===== config.mk =====
export PLATFORM = sky130hd
export DESIGN_NAME = rational_arithmetic_unit
export DESIGN_NICKNAME = d
export VERILOG_FILES = /design/src/rtl/core/rau_pkg.sv /design/src/rtl/core/rau_divider.sv /design/src/rtl/core/rau_datapath.sv /design/src/rtl/core/rau_ctrl.sv /design/src/rtl/core/rau_top_fix.sv /design/src/rtl/core/rational_arithmetic_unit.sv
export SDC_FILE = /design/constraint.sdc
export NUM_CORES = 2
export LEC_CHECK = 0
export BUFFER_PORTS_ARGS = -buffer_cell sky130_fd_sc_hd__buf_4
export CAP_MARGIN = 20
export CORE_MARGIN = 8
export CORE_UTILIZATION = 30
export CTS_CLUSTER_SIZE = 40
export DETAILED_ROUTE_END_ITERATION = 7
export PLACE_DENSITY_LB_ADDON = 0.2
export SLEW_MARGIN = 10
export SYNTH_ARGS = -nofsm -noshare
export SYNTH_HDL_FRONTEND = slang
export SYNTH_SLANG_ARGS = --single-unit

===== constraint.sdc =====
create_clock -name clk -period 10.8 [get_ports clk]
set_clock_uncertainty 0.1 [all_clocks]
set_input_delay 1.08 -clock clk [delete_from_list [all_inputs] [get_ports clk]]
set_output_delay 1.08 -clock clk [all_outputs]
set_load 0.005 [all_outputs]

===== src/rtl/core/rau_pkg.sv =====
`timescale 1ns / 1ps
// Shared types and codes for the rational arithmetic unit.
package rau_pkg;
	localparam logic [1:0] FUNC_ADD = 2'd0;
	localparam logic [1:0] FUNC_SUB = 2'd1;
	localparam logic [1:0] FUNC_MUL = 2'd2;
	localparam logic [1:0] FUNC_DIV = 2'd3;

	localparam logic [1:0] ST_OK   = 2'd0;
	localparam logic [1:0] ST_ZERO = 2'd1;
	localparam logic [1:0] ST_OVF  = 2'd2;

	typedef enum logic [3:0] {
		OP_LOAD   = 4'b0001,
		OP_MUL    = 4'b0010,
		OP_COMB   = 4'b0100,
		OP_NONE   = 4'b1000
	} dp_op_t;

	typedef struct packed {
		dp_op_t     op;
		logic [2:0] mul_sel;
		logic       gcd_start;
		logic       div_start;
		logic       fin;
	} dp_cmd_t;

	typedef struct packed {
		logic early;
		logic gcd_done;
		logic div_done;
	} dp_sts_t;
endpackage


===== src/rtl/core/rau_divider.sv =====
`timescale 1ns / 1ps
// Restoring divider, one quotient bit per cycle, 64-bit unsigned.
module rau_divider (
	input  logic        clk,
	input  logic        arst_n,
	input  logic        start,
	input  logic [63:0] dividend,
	input  logic [63:0] divisor,
	output logic        done,
	output logic [63:0] quot,
	output logic [63:0] rem
);
	logic [63:0] q_q, r_q, d_q;
	logic [6:0]  cnt_q;
	logic        busy_q, done_q;
	logic [64:0] trial;

	assign trial = {r_q, q_q[63]} - {1'b0, d_q};

	always_ff @(posedge clk or negedge arst_n) begin
		if (!arst_n) begin
			busy_q <= 1'b0;
			done_q <= 1'b0;
			cnt_q  <= '0;
		end else begin
			done_q <= 1'b0;
			if (start) begin
				busy_q <= 1'b1;
				cnt_q  <= 7'd0;
			end else if (busy_q) begin
				cnt_q <= cnt_q + 7'd1;
				if (cnt_q == 7'd63) begin
					busy_q <= 1'b0;
					done_q <= 1'b1;
				end
			end
		end
	end

	always_ff @(posedge clk) begin
		if (start) begin
			q_q <= dividend;
			r_q <= '0;
			d_q <= divisor;
		end else if (busy_q) begin
			if (!trial[64]) begin
				r_q <= trial[63:0];
				q_q <= {q_q[62:0], 1'b1};
			end else begin
				r_q <= {r_q[62:0], q_q[63]};
				q_q <= {q_q[62:0], 1'b0};
			end
		end
	end

	assign done = done_q;
	assign quot = q_q;
	assign rem  = r_q;
endmodule


===== src/rtl/core/rau_datapath.sv =====
`timescale 1ns / 1ps
// Datapath: operand magnitudes, cross products, Euclid loop, final reduction.
module rau_datapath (
	input  logic                   clk,
	input  logic                   arst_n,
	input  rau_pkg::dp_cmd_t       cmd,
	output rau_pkg::dp_sts_t       sts,
	input  logic [1:0]             func,
	input  logic signed [31:0]     a_num,
	input  logic signed [31:0]     a_den,
	input  logic signed [31:0]     b_num,
	input  logic signed [31:0]     b_den,
	output logic signed [31:0]     res_num,
	output logic [30:0]            res_den,
	output logic [1:0]             status
);
	logic [1:0]  func_q;
	logic [31:0] an_q, ad_q, bn_q, bd_q;
	logic        ans_q, ads_q, bns_q, bds_q;
	logic [63:0] p_q [0:2];
	logic        ps_q [0:2];
	logic [63:0] nm_q, dm_q, x_q, y_q;
	logic        neg_q, nz_q;
	logic [63:0] g_q, rn_q;
	logic        gcd_busy_q, gcd_done_q, phase_q;
	logic [63:0] div_a, div_b, quot, rem;
	logic        div_done;
	logic        div_start;
	logic [31:0] ma, mb;
	logic        ms;
	logic [63:0] prod;

	function automatic logic [31:0] mag(input logic [31:0] v);
		mag = v[31] ? (32'd0 - v) : v;
	endfunction

	always_comb begin
		case (cmd.mul_sel)
			3'd0: begin ma = an_q; mb = bd_q; ms = ans_q ^ bds_q; end
			3'd1: begin ma = bn_q; mb = ad_q; ms = bns_q ^ ads_q ^ (func_q == rau_pkg::FUNC_SUB); end
			3'd2: begin ma = an_q; mb = bn_q; ms = ans_q ^ bns_q; end
			3'd3: begin ma = ad_q; mb = bd_q; ms = ads_q ^ bds_q; end
			default: begin ma = ad_q; mb = bn_q; ms = ads_q ^ bns_q; end
		endcase
		prod = {32'd0, ma} * {32'd0, mb};
	end

	logic [1:0] slot;
	always_comb begin
		case (cmd.mul_sel)
			3'd0: slot = 2'd0;
			3'd1: slot = 2'd1;
			3'd2: slot = 2'd0;
			3'd3: slot = 2'd2;
			default: slot = 2'd2;
		endcase
	end

	logic [63:0] sum_m;
	logic        sum_s;
	always_comb begin
		if (ps_q[0] == ps_q[1]) begin
			sum_m = p_q[0] + p_q[1];
			sum_s = ps_q[0];
		end else if (p_q[0] >= p_q[1]) begin
			sum_m = p_q[0] - p_q[1];
			sum_s = ps_q[0];
		end else begin
			sum_m = p_q[1] - p_q[0];
			sum_s = ps_q[1];
		end
	end

	always_ff @(posedge clk) begin
		if (cmd.op == rau_pkg::OP_LOAD) begin
			func_q <= func;
			an_q <= mag(a_num); ans_q <= a_num[31];
			ad_q <= mag(a_den); ads_q <= a_den[31];
			bn_q <= mag(b_num); bns_q <= b_num[31];
			bd_q <= mag(b_den); bds_q <= b_den[31];
		end
		if (cmd.op == rau_pkg::OP_MUL) begin
			p_q[slot]  <= prod;
			ps_q[slot] <= ms;
		end
		if (cmd.op == rau_pkg::OP_COMB) begin
			if (func_q == rau_pkg::FUNC_ADD || func_q == rau_pkg::FUNC_SUB) begin
				nm_q <= sum_m;
				neg_q <= sum_s ^ ps_q[2];
				nz_q <= (sum_m != 64'd0);
				x_q <= sum_m;
			end else begin
				nm_q <= p_q[0];
				neg_q <= ps_q[0] ^ ps_q[2];
				nz_q <= (p_q[0] != 64'd0);
				x_q <= p_q[0];
			end
			dm_q <= p_q[2];
			y_q  <= p_q[2];
		end
		if (gcd_busy_q && phase_q && div_done) begin
			x_q <= y_q;
			y_q <= rem;
		end
		if (gcd_done_q) g_q <= x_q;
		if (div_done && !gcd_busy_q) begin
			if (cmd.fin) dm_q <= quot;
			else rn_q <= quot;
		end
	end

	// gcd loop shares the divider; then two divisions by g
	always_ff @(posedge clk or negedge arst_n) begin
		if (!arst_n) begin
			gcd_busy_q <= 1'b0;
			gcd_done_q <= 1'b0;
			phase_q    <= 1'b0;
		end else begin
			gcd_done_q <= 1'b0;
			if (cmd.gcd_start) begin
				gcd_busy_q <= 1'b1;
				phase_q    <= 1'b0;
			end else if (gcd_busy_q) begin
				if (!phase_q) begin
					if (y_q == 64'd0) begin
						gcd_busy_q <= 1'b0;
						gcd_done_q <= 1'b1;
					end else begin
						phase_q <= 1'b1;
					end
				end else if (div_done) begin
					phase_q <= 1'b0;
				end
			end
		end
	end

	assign div_start = (gcd_busy_q && !phase_q && y_q != 64'd0) || cmd.div_start;
	assign div_a = gcd_busy_q ? x_q : (cmd.fin ? dm_q : nm_q);
	assign div_b = gcd_busy_q ? y_q : g_q;

	rau_divider u_div (
		.clk(clk), .arst_n(arst_n), .start(div_start),
		.dividend(div_a), .divisor(div_b),
		.done(div_done), .quot(quot), .rem(rem)
	);

	assign sts.early    = (ad_q == 32'd0) || (bd_q == 32'd0) ||
		(func_q == rau_pkg::FUNC_DIV && bn_q == 32'd0) || !nz_q;
	assign sts.gcd_done = gcd_done_q;
	assign sts.div_done = div_done && !gcd_busy_q;

	always_comb begin
		res_num = '0;
		res_den = '0;
		status  = rau_pkg::ST_OK;
		if (ad_q == 32'd0 || bd_q == 32'd0 ||
				(func_q == rau_pkg::FUNC_DIV && bn_q == 32'd0)) begin
			status = rau_pkg::ST_ZERO;
		end else if (!nz_q) begin
			res_den = 31'd1;
		end else if (dm_q > 64'h7FFF_FFFF ||
				(neg_q ? (rn_q > 64'h8000_0000) : (rn_q > 64'h7FFF_FFFF))) begin
			status = rau_pkg::ST_OVF;
		end else begin
			res_num = neg_q ? (32'd0 - rn_q[31:0]) : rn_q[31:0];
			res_den = dm_q[30:0];
		end
	end
endmodule


===== src/rtl/core/rau_ctrl.sv =====
`timescale 1ns / 1ps
// Controller state machine sequencing the datapath.
module rau_ctrl (
	input  logic             clk,
	input  logic             arst_n,
	input  logic             in_valid,
	output logic             in_ready,
	output logic             out_valid,
	input  logic             out_ready,
	input  logic             out_taken,
	output rau_pkg::dp_cmd_t cmd,
	input  rau_pkg::dp_sts_t sts
);
	typedef enum logic [9:0] {
		S_IDLE = 10'b0000000001,
		S_M0   = 10'b0000000010,
		S_M1   = 10'b0000000100,
		S_M2   = 10'b0000001000,
		S_COMB = 10'b0000010000,
		S_CHK  = 10'b0000100000,
		S_GCD  = 10'b0001000000,
		S_DN   = 10'b0010000000,
		S_DD   = 10'b0100000000,
		S_OUT  = 10'b1000000000
	} state_t;

	state_t state_q, state_d;
	logic   go_q;

	always_ff @(posedge clk or negedge arst_n) begin
		if (!arst_n) begin
			state_q <= S_IDLE;
			go_q    <= 1'b0;
		end else begin
			state_q <= state_d;
			go_q    <= (state_d != state_q);
		end
	end

	assign in_ready  = (state_q == S_IDLE);
	assign out_valid = (state_q == S_OUT);

	always_comb begin
		state_d = state_q;
		cmd.op = rau_pkg::OP_NONE;
		cmd.mul_sel = 3'd0;
		cmd.gcd_start = 1'b0;
		cmd.div_start = 1'b0;
		cmd.fin = 1'b0;
		case (state_q)
			S_IDLE: if (in_valid) begin
				cmd.op = rau_pkg::OP_LOAD;
				state_d = S_M0;
			end
			S_M0: begin
				cmd.op = rau_pkg::OP_MUL; cmd.mul_sel = 3'd0; state_d = S_M1;
			end
			S_M1: begin
				cmd.op = rau_pkg::OP_MUL; cmd.mul_sel = 3'd1; state_d = S_M2;
			end
			S_M2: begin
				cmd.op = rau_pkg::OP_MUL; cmd.mul_sel = 3'd3; state_d = S_COMB;
			end
			S_COMB: begin
				cmd.op = rau_pkg::OP_COMB; state_d = S_CHK;
			end
			S_CHK: begin
				if (sts.early) state_d = S_OUT;
				else begin
					cmd.gcd_start = 1'b1; state_d = S_GCD;
				end
			end
			S_GCD: if (sts.gcd_done) state_d = S_DN;
			S_DN: begin
				cmd.div_start = go_q;
				if (sts.div_done) state_d = S_DD;
			end
			S_DD: begin
				cmd.fin = 1'b1;
				cmd.div_start = go_q;
				if (sts.div_done) state_d = S_OUT;
			end
			S_OUT: if (out_ready && out_taken) state_d = S_IDLE;
			default: state_d = S_IDLE;
		endcase
	end
endmodule


===== src/rtl/core/rau_top_fix.sv =====
`timescale 1ns / 1ps
// Multiply-operand steering for multiply and divide operations.
module rau_top_fix (
	input  logic [1:0] func,
	input  logic [2:0] sel_in,
	output logic [2:0] sel_out
);
	always_comb begin
		if (func == rau_pkg::FUNC_MUL && sel_in == 3'd0) sel_out = 3'd2;
		else if (func == rau_pkg::FUNC_DIV && sel_in == 3'd3) sel_out = 3'd4;
		else sel_out = sel_in;
	end
endmodule


===== src/rtl/core/rational_arithmetic_unit.sv =====
`timescale 1ns / 1ps
// Rational arithmetic unit: exact fraction add/sub/mul/div with gcd reduction.
// Input channel in_valid/in_ready carries func and both operand fractions;
// output channel out_valid/out_ready carries res_num, res_den and status.
// One item is worked at a time; in_ready is high only while idle, so the next
// item can be taken at the earliest in the cycle after the result transfer.
// An error or zero result skips the gcd; otherwise the work is the Euclid steps
// on the shared bit-serial 64-bit divider, the hand-over of the gcd and the two
// final divisions by it.
// The divider produces one quotient bit per cycle.
// The result is held on the outputs with out_valid high until transferred;
// a stalled receiver simply holds the block in its output state.
// Reset (arst_n low) returns the controller to idle with no result pending.
module rational_arithmetic_unit (
	input  logic               clk,
	input  logic               arst_n,
	input  logic               in_valid,
	output logic               in_ready,
	input  logic [1:0]         func,
	input  logic signed [31:0] a_num,
	input  logic signed [31:0] a_den,
	input  logic signed [31:0] b_num,
	input  logic signed [31:0] b_den,
	output logic               out_valid,
	input  logic               out_ready,
	output logic signed [31:0] res_num,
	output logic [30:0]        res_den,
	output logic [1:0]         status
);
	rau_pkg::dp_cmd_t cmd_c, cmd_dp;
	rau_pkg::dp_sts_t sts;
	logic [1:0] func_q;
	logic [2:0] mul_sel;

	always_ff @(posedge clk) begin
		if (in_valid && in_ready) func_q <= func;
	end

	rau_ctrl u_ctrl (
		.clk(clk), .arst_n(arst_n), .in_valid(in_valid), .in_ready(in_ready),
		.out_valid(out_valid), .out_ready(out_ready), .out_taken(1'b1),
		.cmd(cmd_c), .sts(sts)
	);

	always_comb begin
		cmd_dp = cmd_c;
		cmd_dp.mul_sel = mul_sel;
	end

	rau_top_fix u_fix (.func(func_q), .sel_in(cmd_c.mul_sel), .sel_out(mul_sel));

	rau_datapath u_dp (
		.clk(clk), .arst_n(arst_n), .cmd(cmd_dp), .sts(sts),
		.func(func), .a_num(a_num), .a_den(a_den), .b_num(b_num), .b_den(b_den),
		.res_num(res_num), .res_den(res_den), .status(status)
	);
endmodule

==> reports/qor.csv <==
stage,metric,value,unit
setup_path,r2r-end,u_dp.p_q[0][50],
die,io_pins,201,
setup_path,rr_startpoint,u_ctrl.state_q[7],
synthesis,synth-simple-area-share,14.6,%
synthesis,synth_most_common_cell,sky130_fd_sc_hd__inv_1,
synthesis,yosysTopAreaCellShare,26.5,%
placement,port_buffer_cells,200,
synthesis,syn_area_per_cell,9.45,um^2
run,max_cap_viol_count,0,
global_route,antenna_found_initial,11,
synthesis,synth_sequential_area_ratio,30.1,%
routing,vias_post_dr,72000,
sta,hold_violations,0,
setup_path,ff2ff_setup_slack,0.30,ns
synthesis,yosysTopAreaCell,sky130_fd_sc_hd__edfxtp_1,
synthesis,synth_top_family_by_area,adder cells,
synthesis,post_synth_fa_ha_maj_area_fraction,27.8,%
routing,initialDrtViolationCount,6364,
setup_path,critical_path.slowest_cell,sky130_fd_sc_hd__o21ai_1,
global_route,overall_track_demand_over_capacity_in_global_routing,22.3,%
die,floorplan.initialDensity,30.1,%
sta,tightest_slew,1.13,ns
run_status,status,"finished, final reports clean",
setup_path,critPathLaunch,u_ctrl.state_q[7],
synthesis,post_synth_mux_area_share,3.44,%
clocking,tritoncts_clock_tree,built,
layout,layout.nets,11100,
setup_path,critPathMaxStageDelay,0.68,ns
synthesis,synth_async_sr_flop_share,2.47,%
setup_path,cp_common_cell,sky130_fd_sc_hd__fa_1,
synthesis,post_synth_edffs,781,
clocking,clk_path_buf_depth,3,
synthesis,synth_compound_gate_area_share,13.6,%
clocking,cts.reportedPaths.clkPinSlew,0.06,ns
clocking,cts.root.buffer_cell,sky130_fd_sc_hd__clkbuf_16,
clocking,clkSinkCount,932,
synthesis,netlist_area,88400,um^2
global_route,globalRoute.totalOverflow,0,
placement,globalplace.congestion,0.969,
synthesis,yosys_register_bits,932,
synthesis,netlist_top_cells_area,"sky130_fd_sc_hd__edfxtp_1 27%, sky130_fd_sc_hd__fa_1 20%, sky130_fd_sc_hd__ha_1 7.4%, sky130_fd_sc_hd__inv_1 5.0%, sky130_fd_sc_hd__nor2_1 4.4%",
routing,avgRoutedWirePerCell,26.4,um
layout,area_growth,13.2,%
setup_path,reg2regPathDepth,36,
die,die_y,559,um
setup_path,setup.worst_path.class,reg2reg,
sta,timing.slew.headroom,23.8,%
clocking,htree_levels,3,
sta,min_period_over_period,97.2,%
routing,drcViolationCount,0,
synthesis,netlist-cell-type-count,116,
sta,fmaxAchievable,95.3,MHz
global_route,grt_pass1_wl,517,mm
placement,hpwl,288,mm
clocking,cts_buffers,105,
setup_path,endpoint_kind,flop,
routing,dr_pass1_iterations,6,
setup_path,timing.critical_path.to,u_dp.p_q[0][50],
clocking,clk_latency,0.79,ns
sta,period_needed,10.50,ns
synthesis,yosys_warnings,0,
routing,route.detailed.vias_per_inst,5.31,
min_path,worst_hold_path_type,in2async,
layout,drive_above_1_share,11.6,%
routing,ant_nets,0,
setup_path,critPathMaxFanout,31,
synthesis,synth_xor_xnor_area_share,3.18,%
synthesis,synth_cells,9351,
setup_path,worst_setup_path_start_kind,flop,
synthesis,ys_dominant_reg_cell,sky130_fd_sc_hd__edfxtp_1,
routing,routed_wirelength,358,mm
die,die_extent_in_x,559,um
setup_path,required,11.20,ns
synthesis,synth_commonest_cells,"1166 x sky130_fd_sc_hd__inv_1, 1044 x sky130_fd_sc_hd__nor2_1, 1021 x sky130_fd_sc_hd__nand2_1, 900 x sky130_fd_sc_hd__fa_1, 781 x sky130_fd_sc_hd__edfxtp_1",
clocking,post_cts_hold_buffers,0,
die,die_area,312000,um^2
sta,slew_limit_fails,0,
sta,tns,0,ns
synthesis,synth.net_count,10900,
die,area_of_the_placeable_core,294000,um^2
setup_path,cp_data_arrival_time,10.90,ns
sta,report.final.setup_viol,0,
die,rows,199,
global_route,grt_pass1_vias,73700,
global_route,grt_max_degree,81,
## layout by cell type, fill, tap and decap left out, drive strengths merged, types with 100 or more instances in the layout
cell and instances:
ha 523, nand3 100, buf 573, xnor2 232, nor4 116, o21ai 483
nand2 1022, dfxtp 128, a21o 121, nor2 1045, a31oi 155, fa 900
inv 1170, mux2 200, a21oi 464, edfxtp 781, clkbuf 135
## layer usage
| layer | vias to the layer above | GRT usage, % | wire (um) |
|---|---|---|---|
| li1 | 32200 | - | - |
| met1 | 36600 | 30.3 | 158000 |
| met2 | 2655 | 35.9 | 161000 |
| met3 | 569 | 3.31 | 22100 |
| met4 | 2 | 8.54 | 16400 |
| met5 | - | 0 | 12 |
## worst max-delay path: cells and delay by family, from the launching register on
kind | cells | cell delay, ns
AO/OA/AOI/OAI | 9 | 2.39
XOR/XNOR | 1 | 0.10
adder cells (fa/ha/maj) | 9 | 4.46
buffers and inverters | 10 | 1.21
flip-flops | 1 | 0.42
AND/OR/NAND/NOR | 7 | 1.48
## layout make-up
cell class                 instances  area (um^2)
tap                             3919         4900
clock inverter                    64          786
antenna                            3         7.51
fill                           30100       194000
clock buffer                     131         2770
sequential                       932        26600
inverter                        1171         4400
multi-input combinational       6758        55900
timing repair buffer             577         4650
## worst min-delay path by stage
| stage | from | end | depth (start not counted) |
|---|---|---|---|
| final | arst_n | u_dp.u_div.cnt_q[1] | 1 |
| after CTS | arst_n | u_dp.u_div.cnt_q[1] | 1 |
| after global routing | arst_n | u_dp.u_div.cnt_q[1] | 1 |
| after global placement | u_dp.x_q[56] | u_dp.g_q[56] | 0 |
| after detailed placement | u_dp.x_q[2] | u_dp.g_q[2] | 0 |
| after floorplan | u_dp.x_q[10] | u_dp.g_q[10] | 0 |
## metrics by stage
step	hold WS [ns]	util, %	worst slack [ns]	area (um^2)	instances
5_1_grt	0.110	34.1	-0.0331	100000	13600
3_3_place_gp	0.332	32.7	-0.199	96100	13300
6_report	0.128	34.1	0.305	100000	13600
3_5_place_dp	0.333	32.7	-0.234	96100	13300
4_1_cts	0.0710	34.0	0.0307	99700	13500
2_1_floorplan	0.327	-	0.399	88400	9351
## state kept, by name (all words and copies together), names as in the netlist, 3 cells and up
| register | cells |
|---|---|
| u_ctrl.state_q | 10 |
| u_dp.ad_q | 32 |
| u_dp.an_q | 32 |
| u_dp.bd_q | 32 |
| u_dp.bn_q | 32 |
| u_dp.dm_q | 64 |
| u_dp.g_q | 64 |
| u_dp.nm_q | 64 |
| u_dp.p_q | 192 |
| u_dp.ps_q | 3 |
| u_dp.rn_q | 64 |
| u_dp.u_div.cnt_q | 7 |
| u_dp.u_div.d_q | 64 |
| u_dp.u_div.quot | 64 |
| u_dp.u_div.rem | 64 |
| u_dp.x_q | 64 |
| u_dp.y_q | 64 |
## logic make-up after synthesis
logic type / count (synthesis)
simple gates: 2884
compound gates: 1851
buf+inv: 1661
fa+ha+maj: 1423
flops: 932
xor+xnor: 321
mux: 279
## what timing repair did
action                     in CTS  in global routing
buffers inserted                5                 12
gates resized for setup         9                 26
setup endpoints to repair       9                 39
cloned                          0                  3
pin swaps                       2                  5
Power is left out: the tool's default activity adds up to more than one toggle a clock period on the data nets, which glitch-free logic cannot reach.
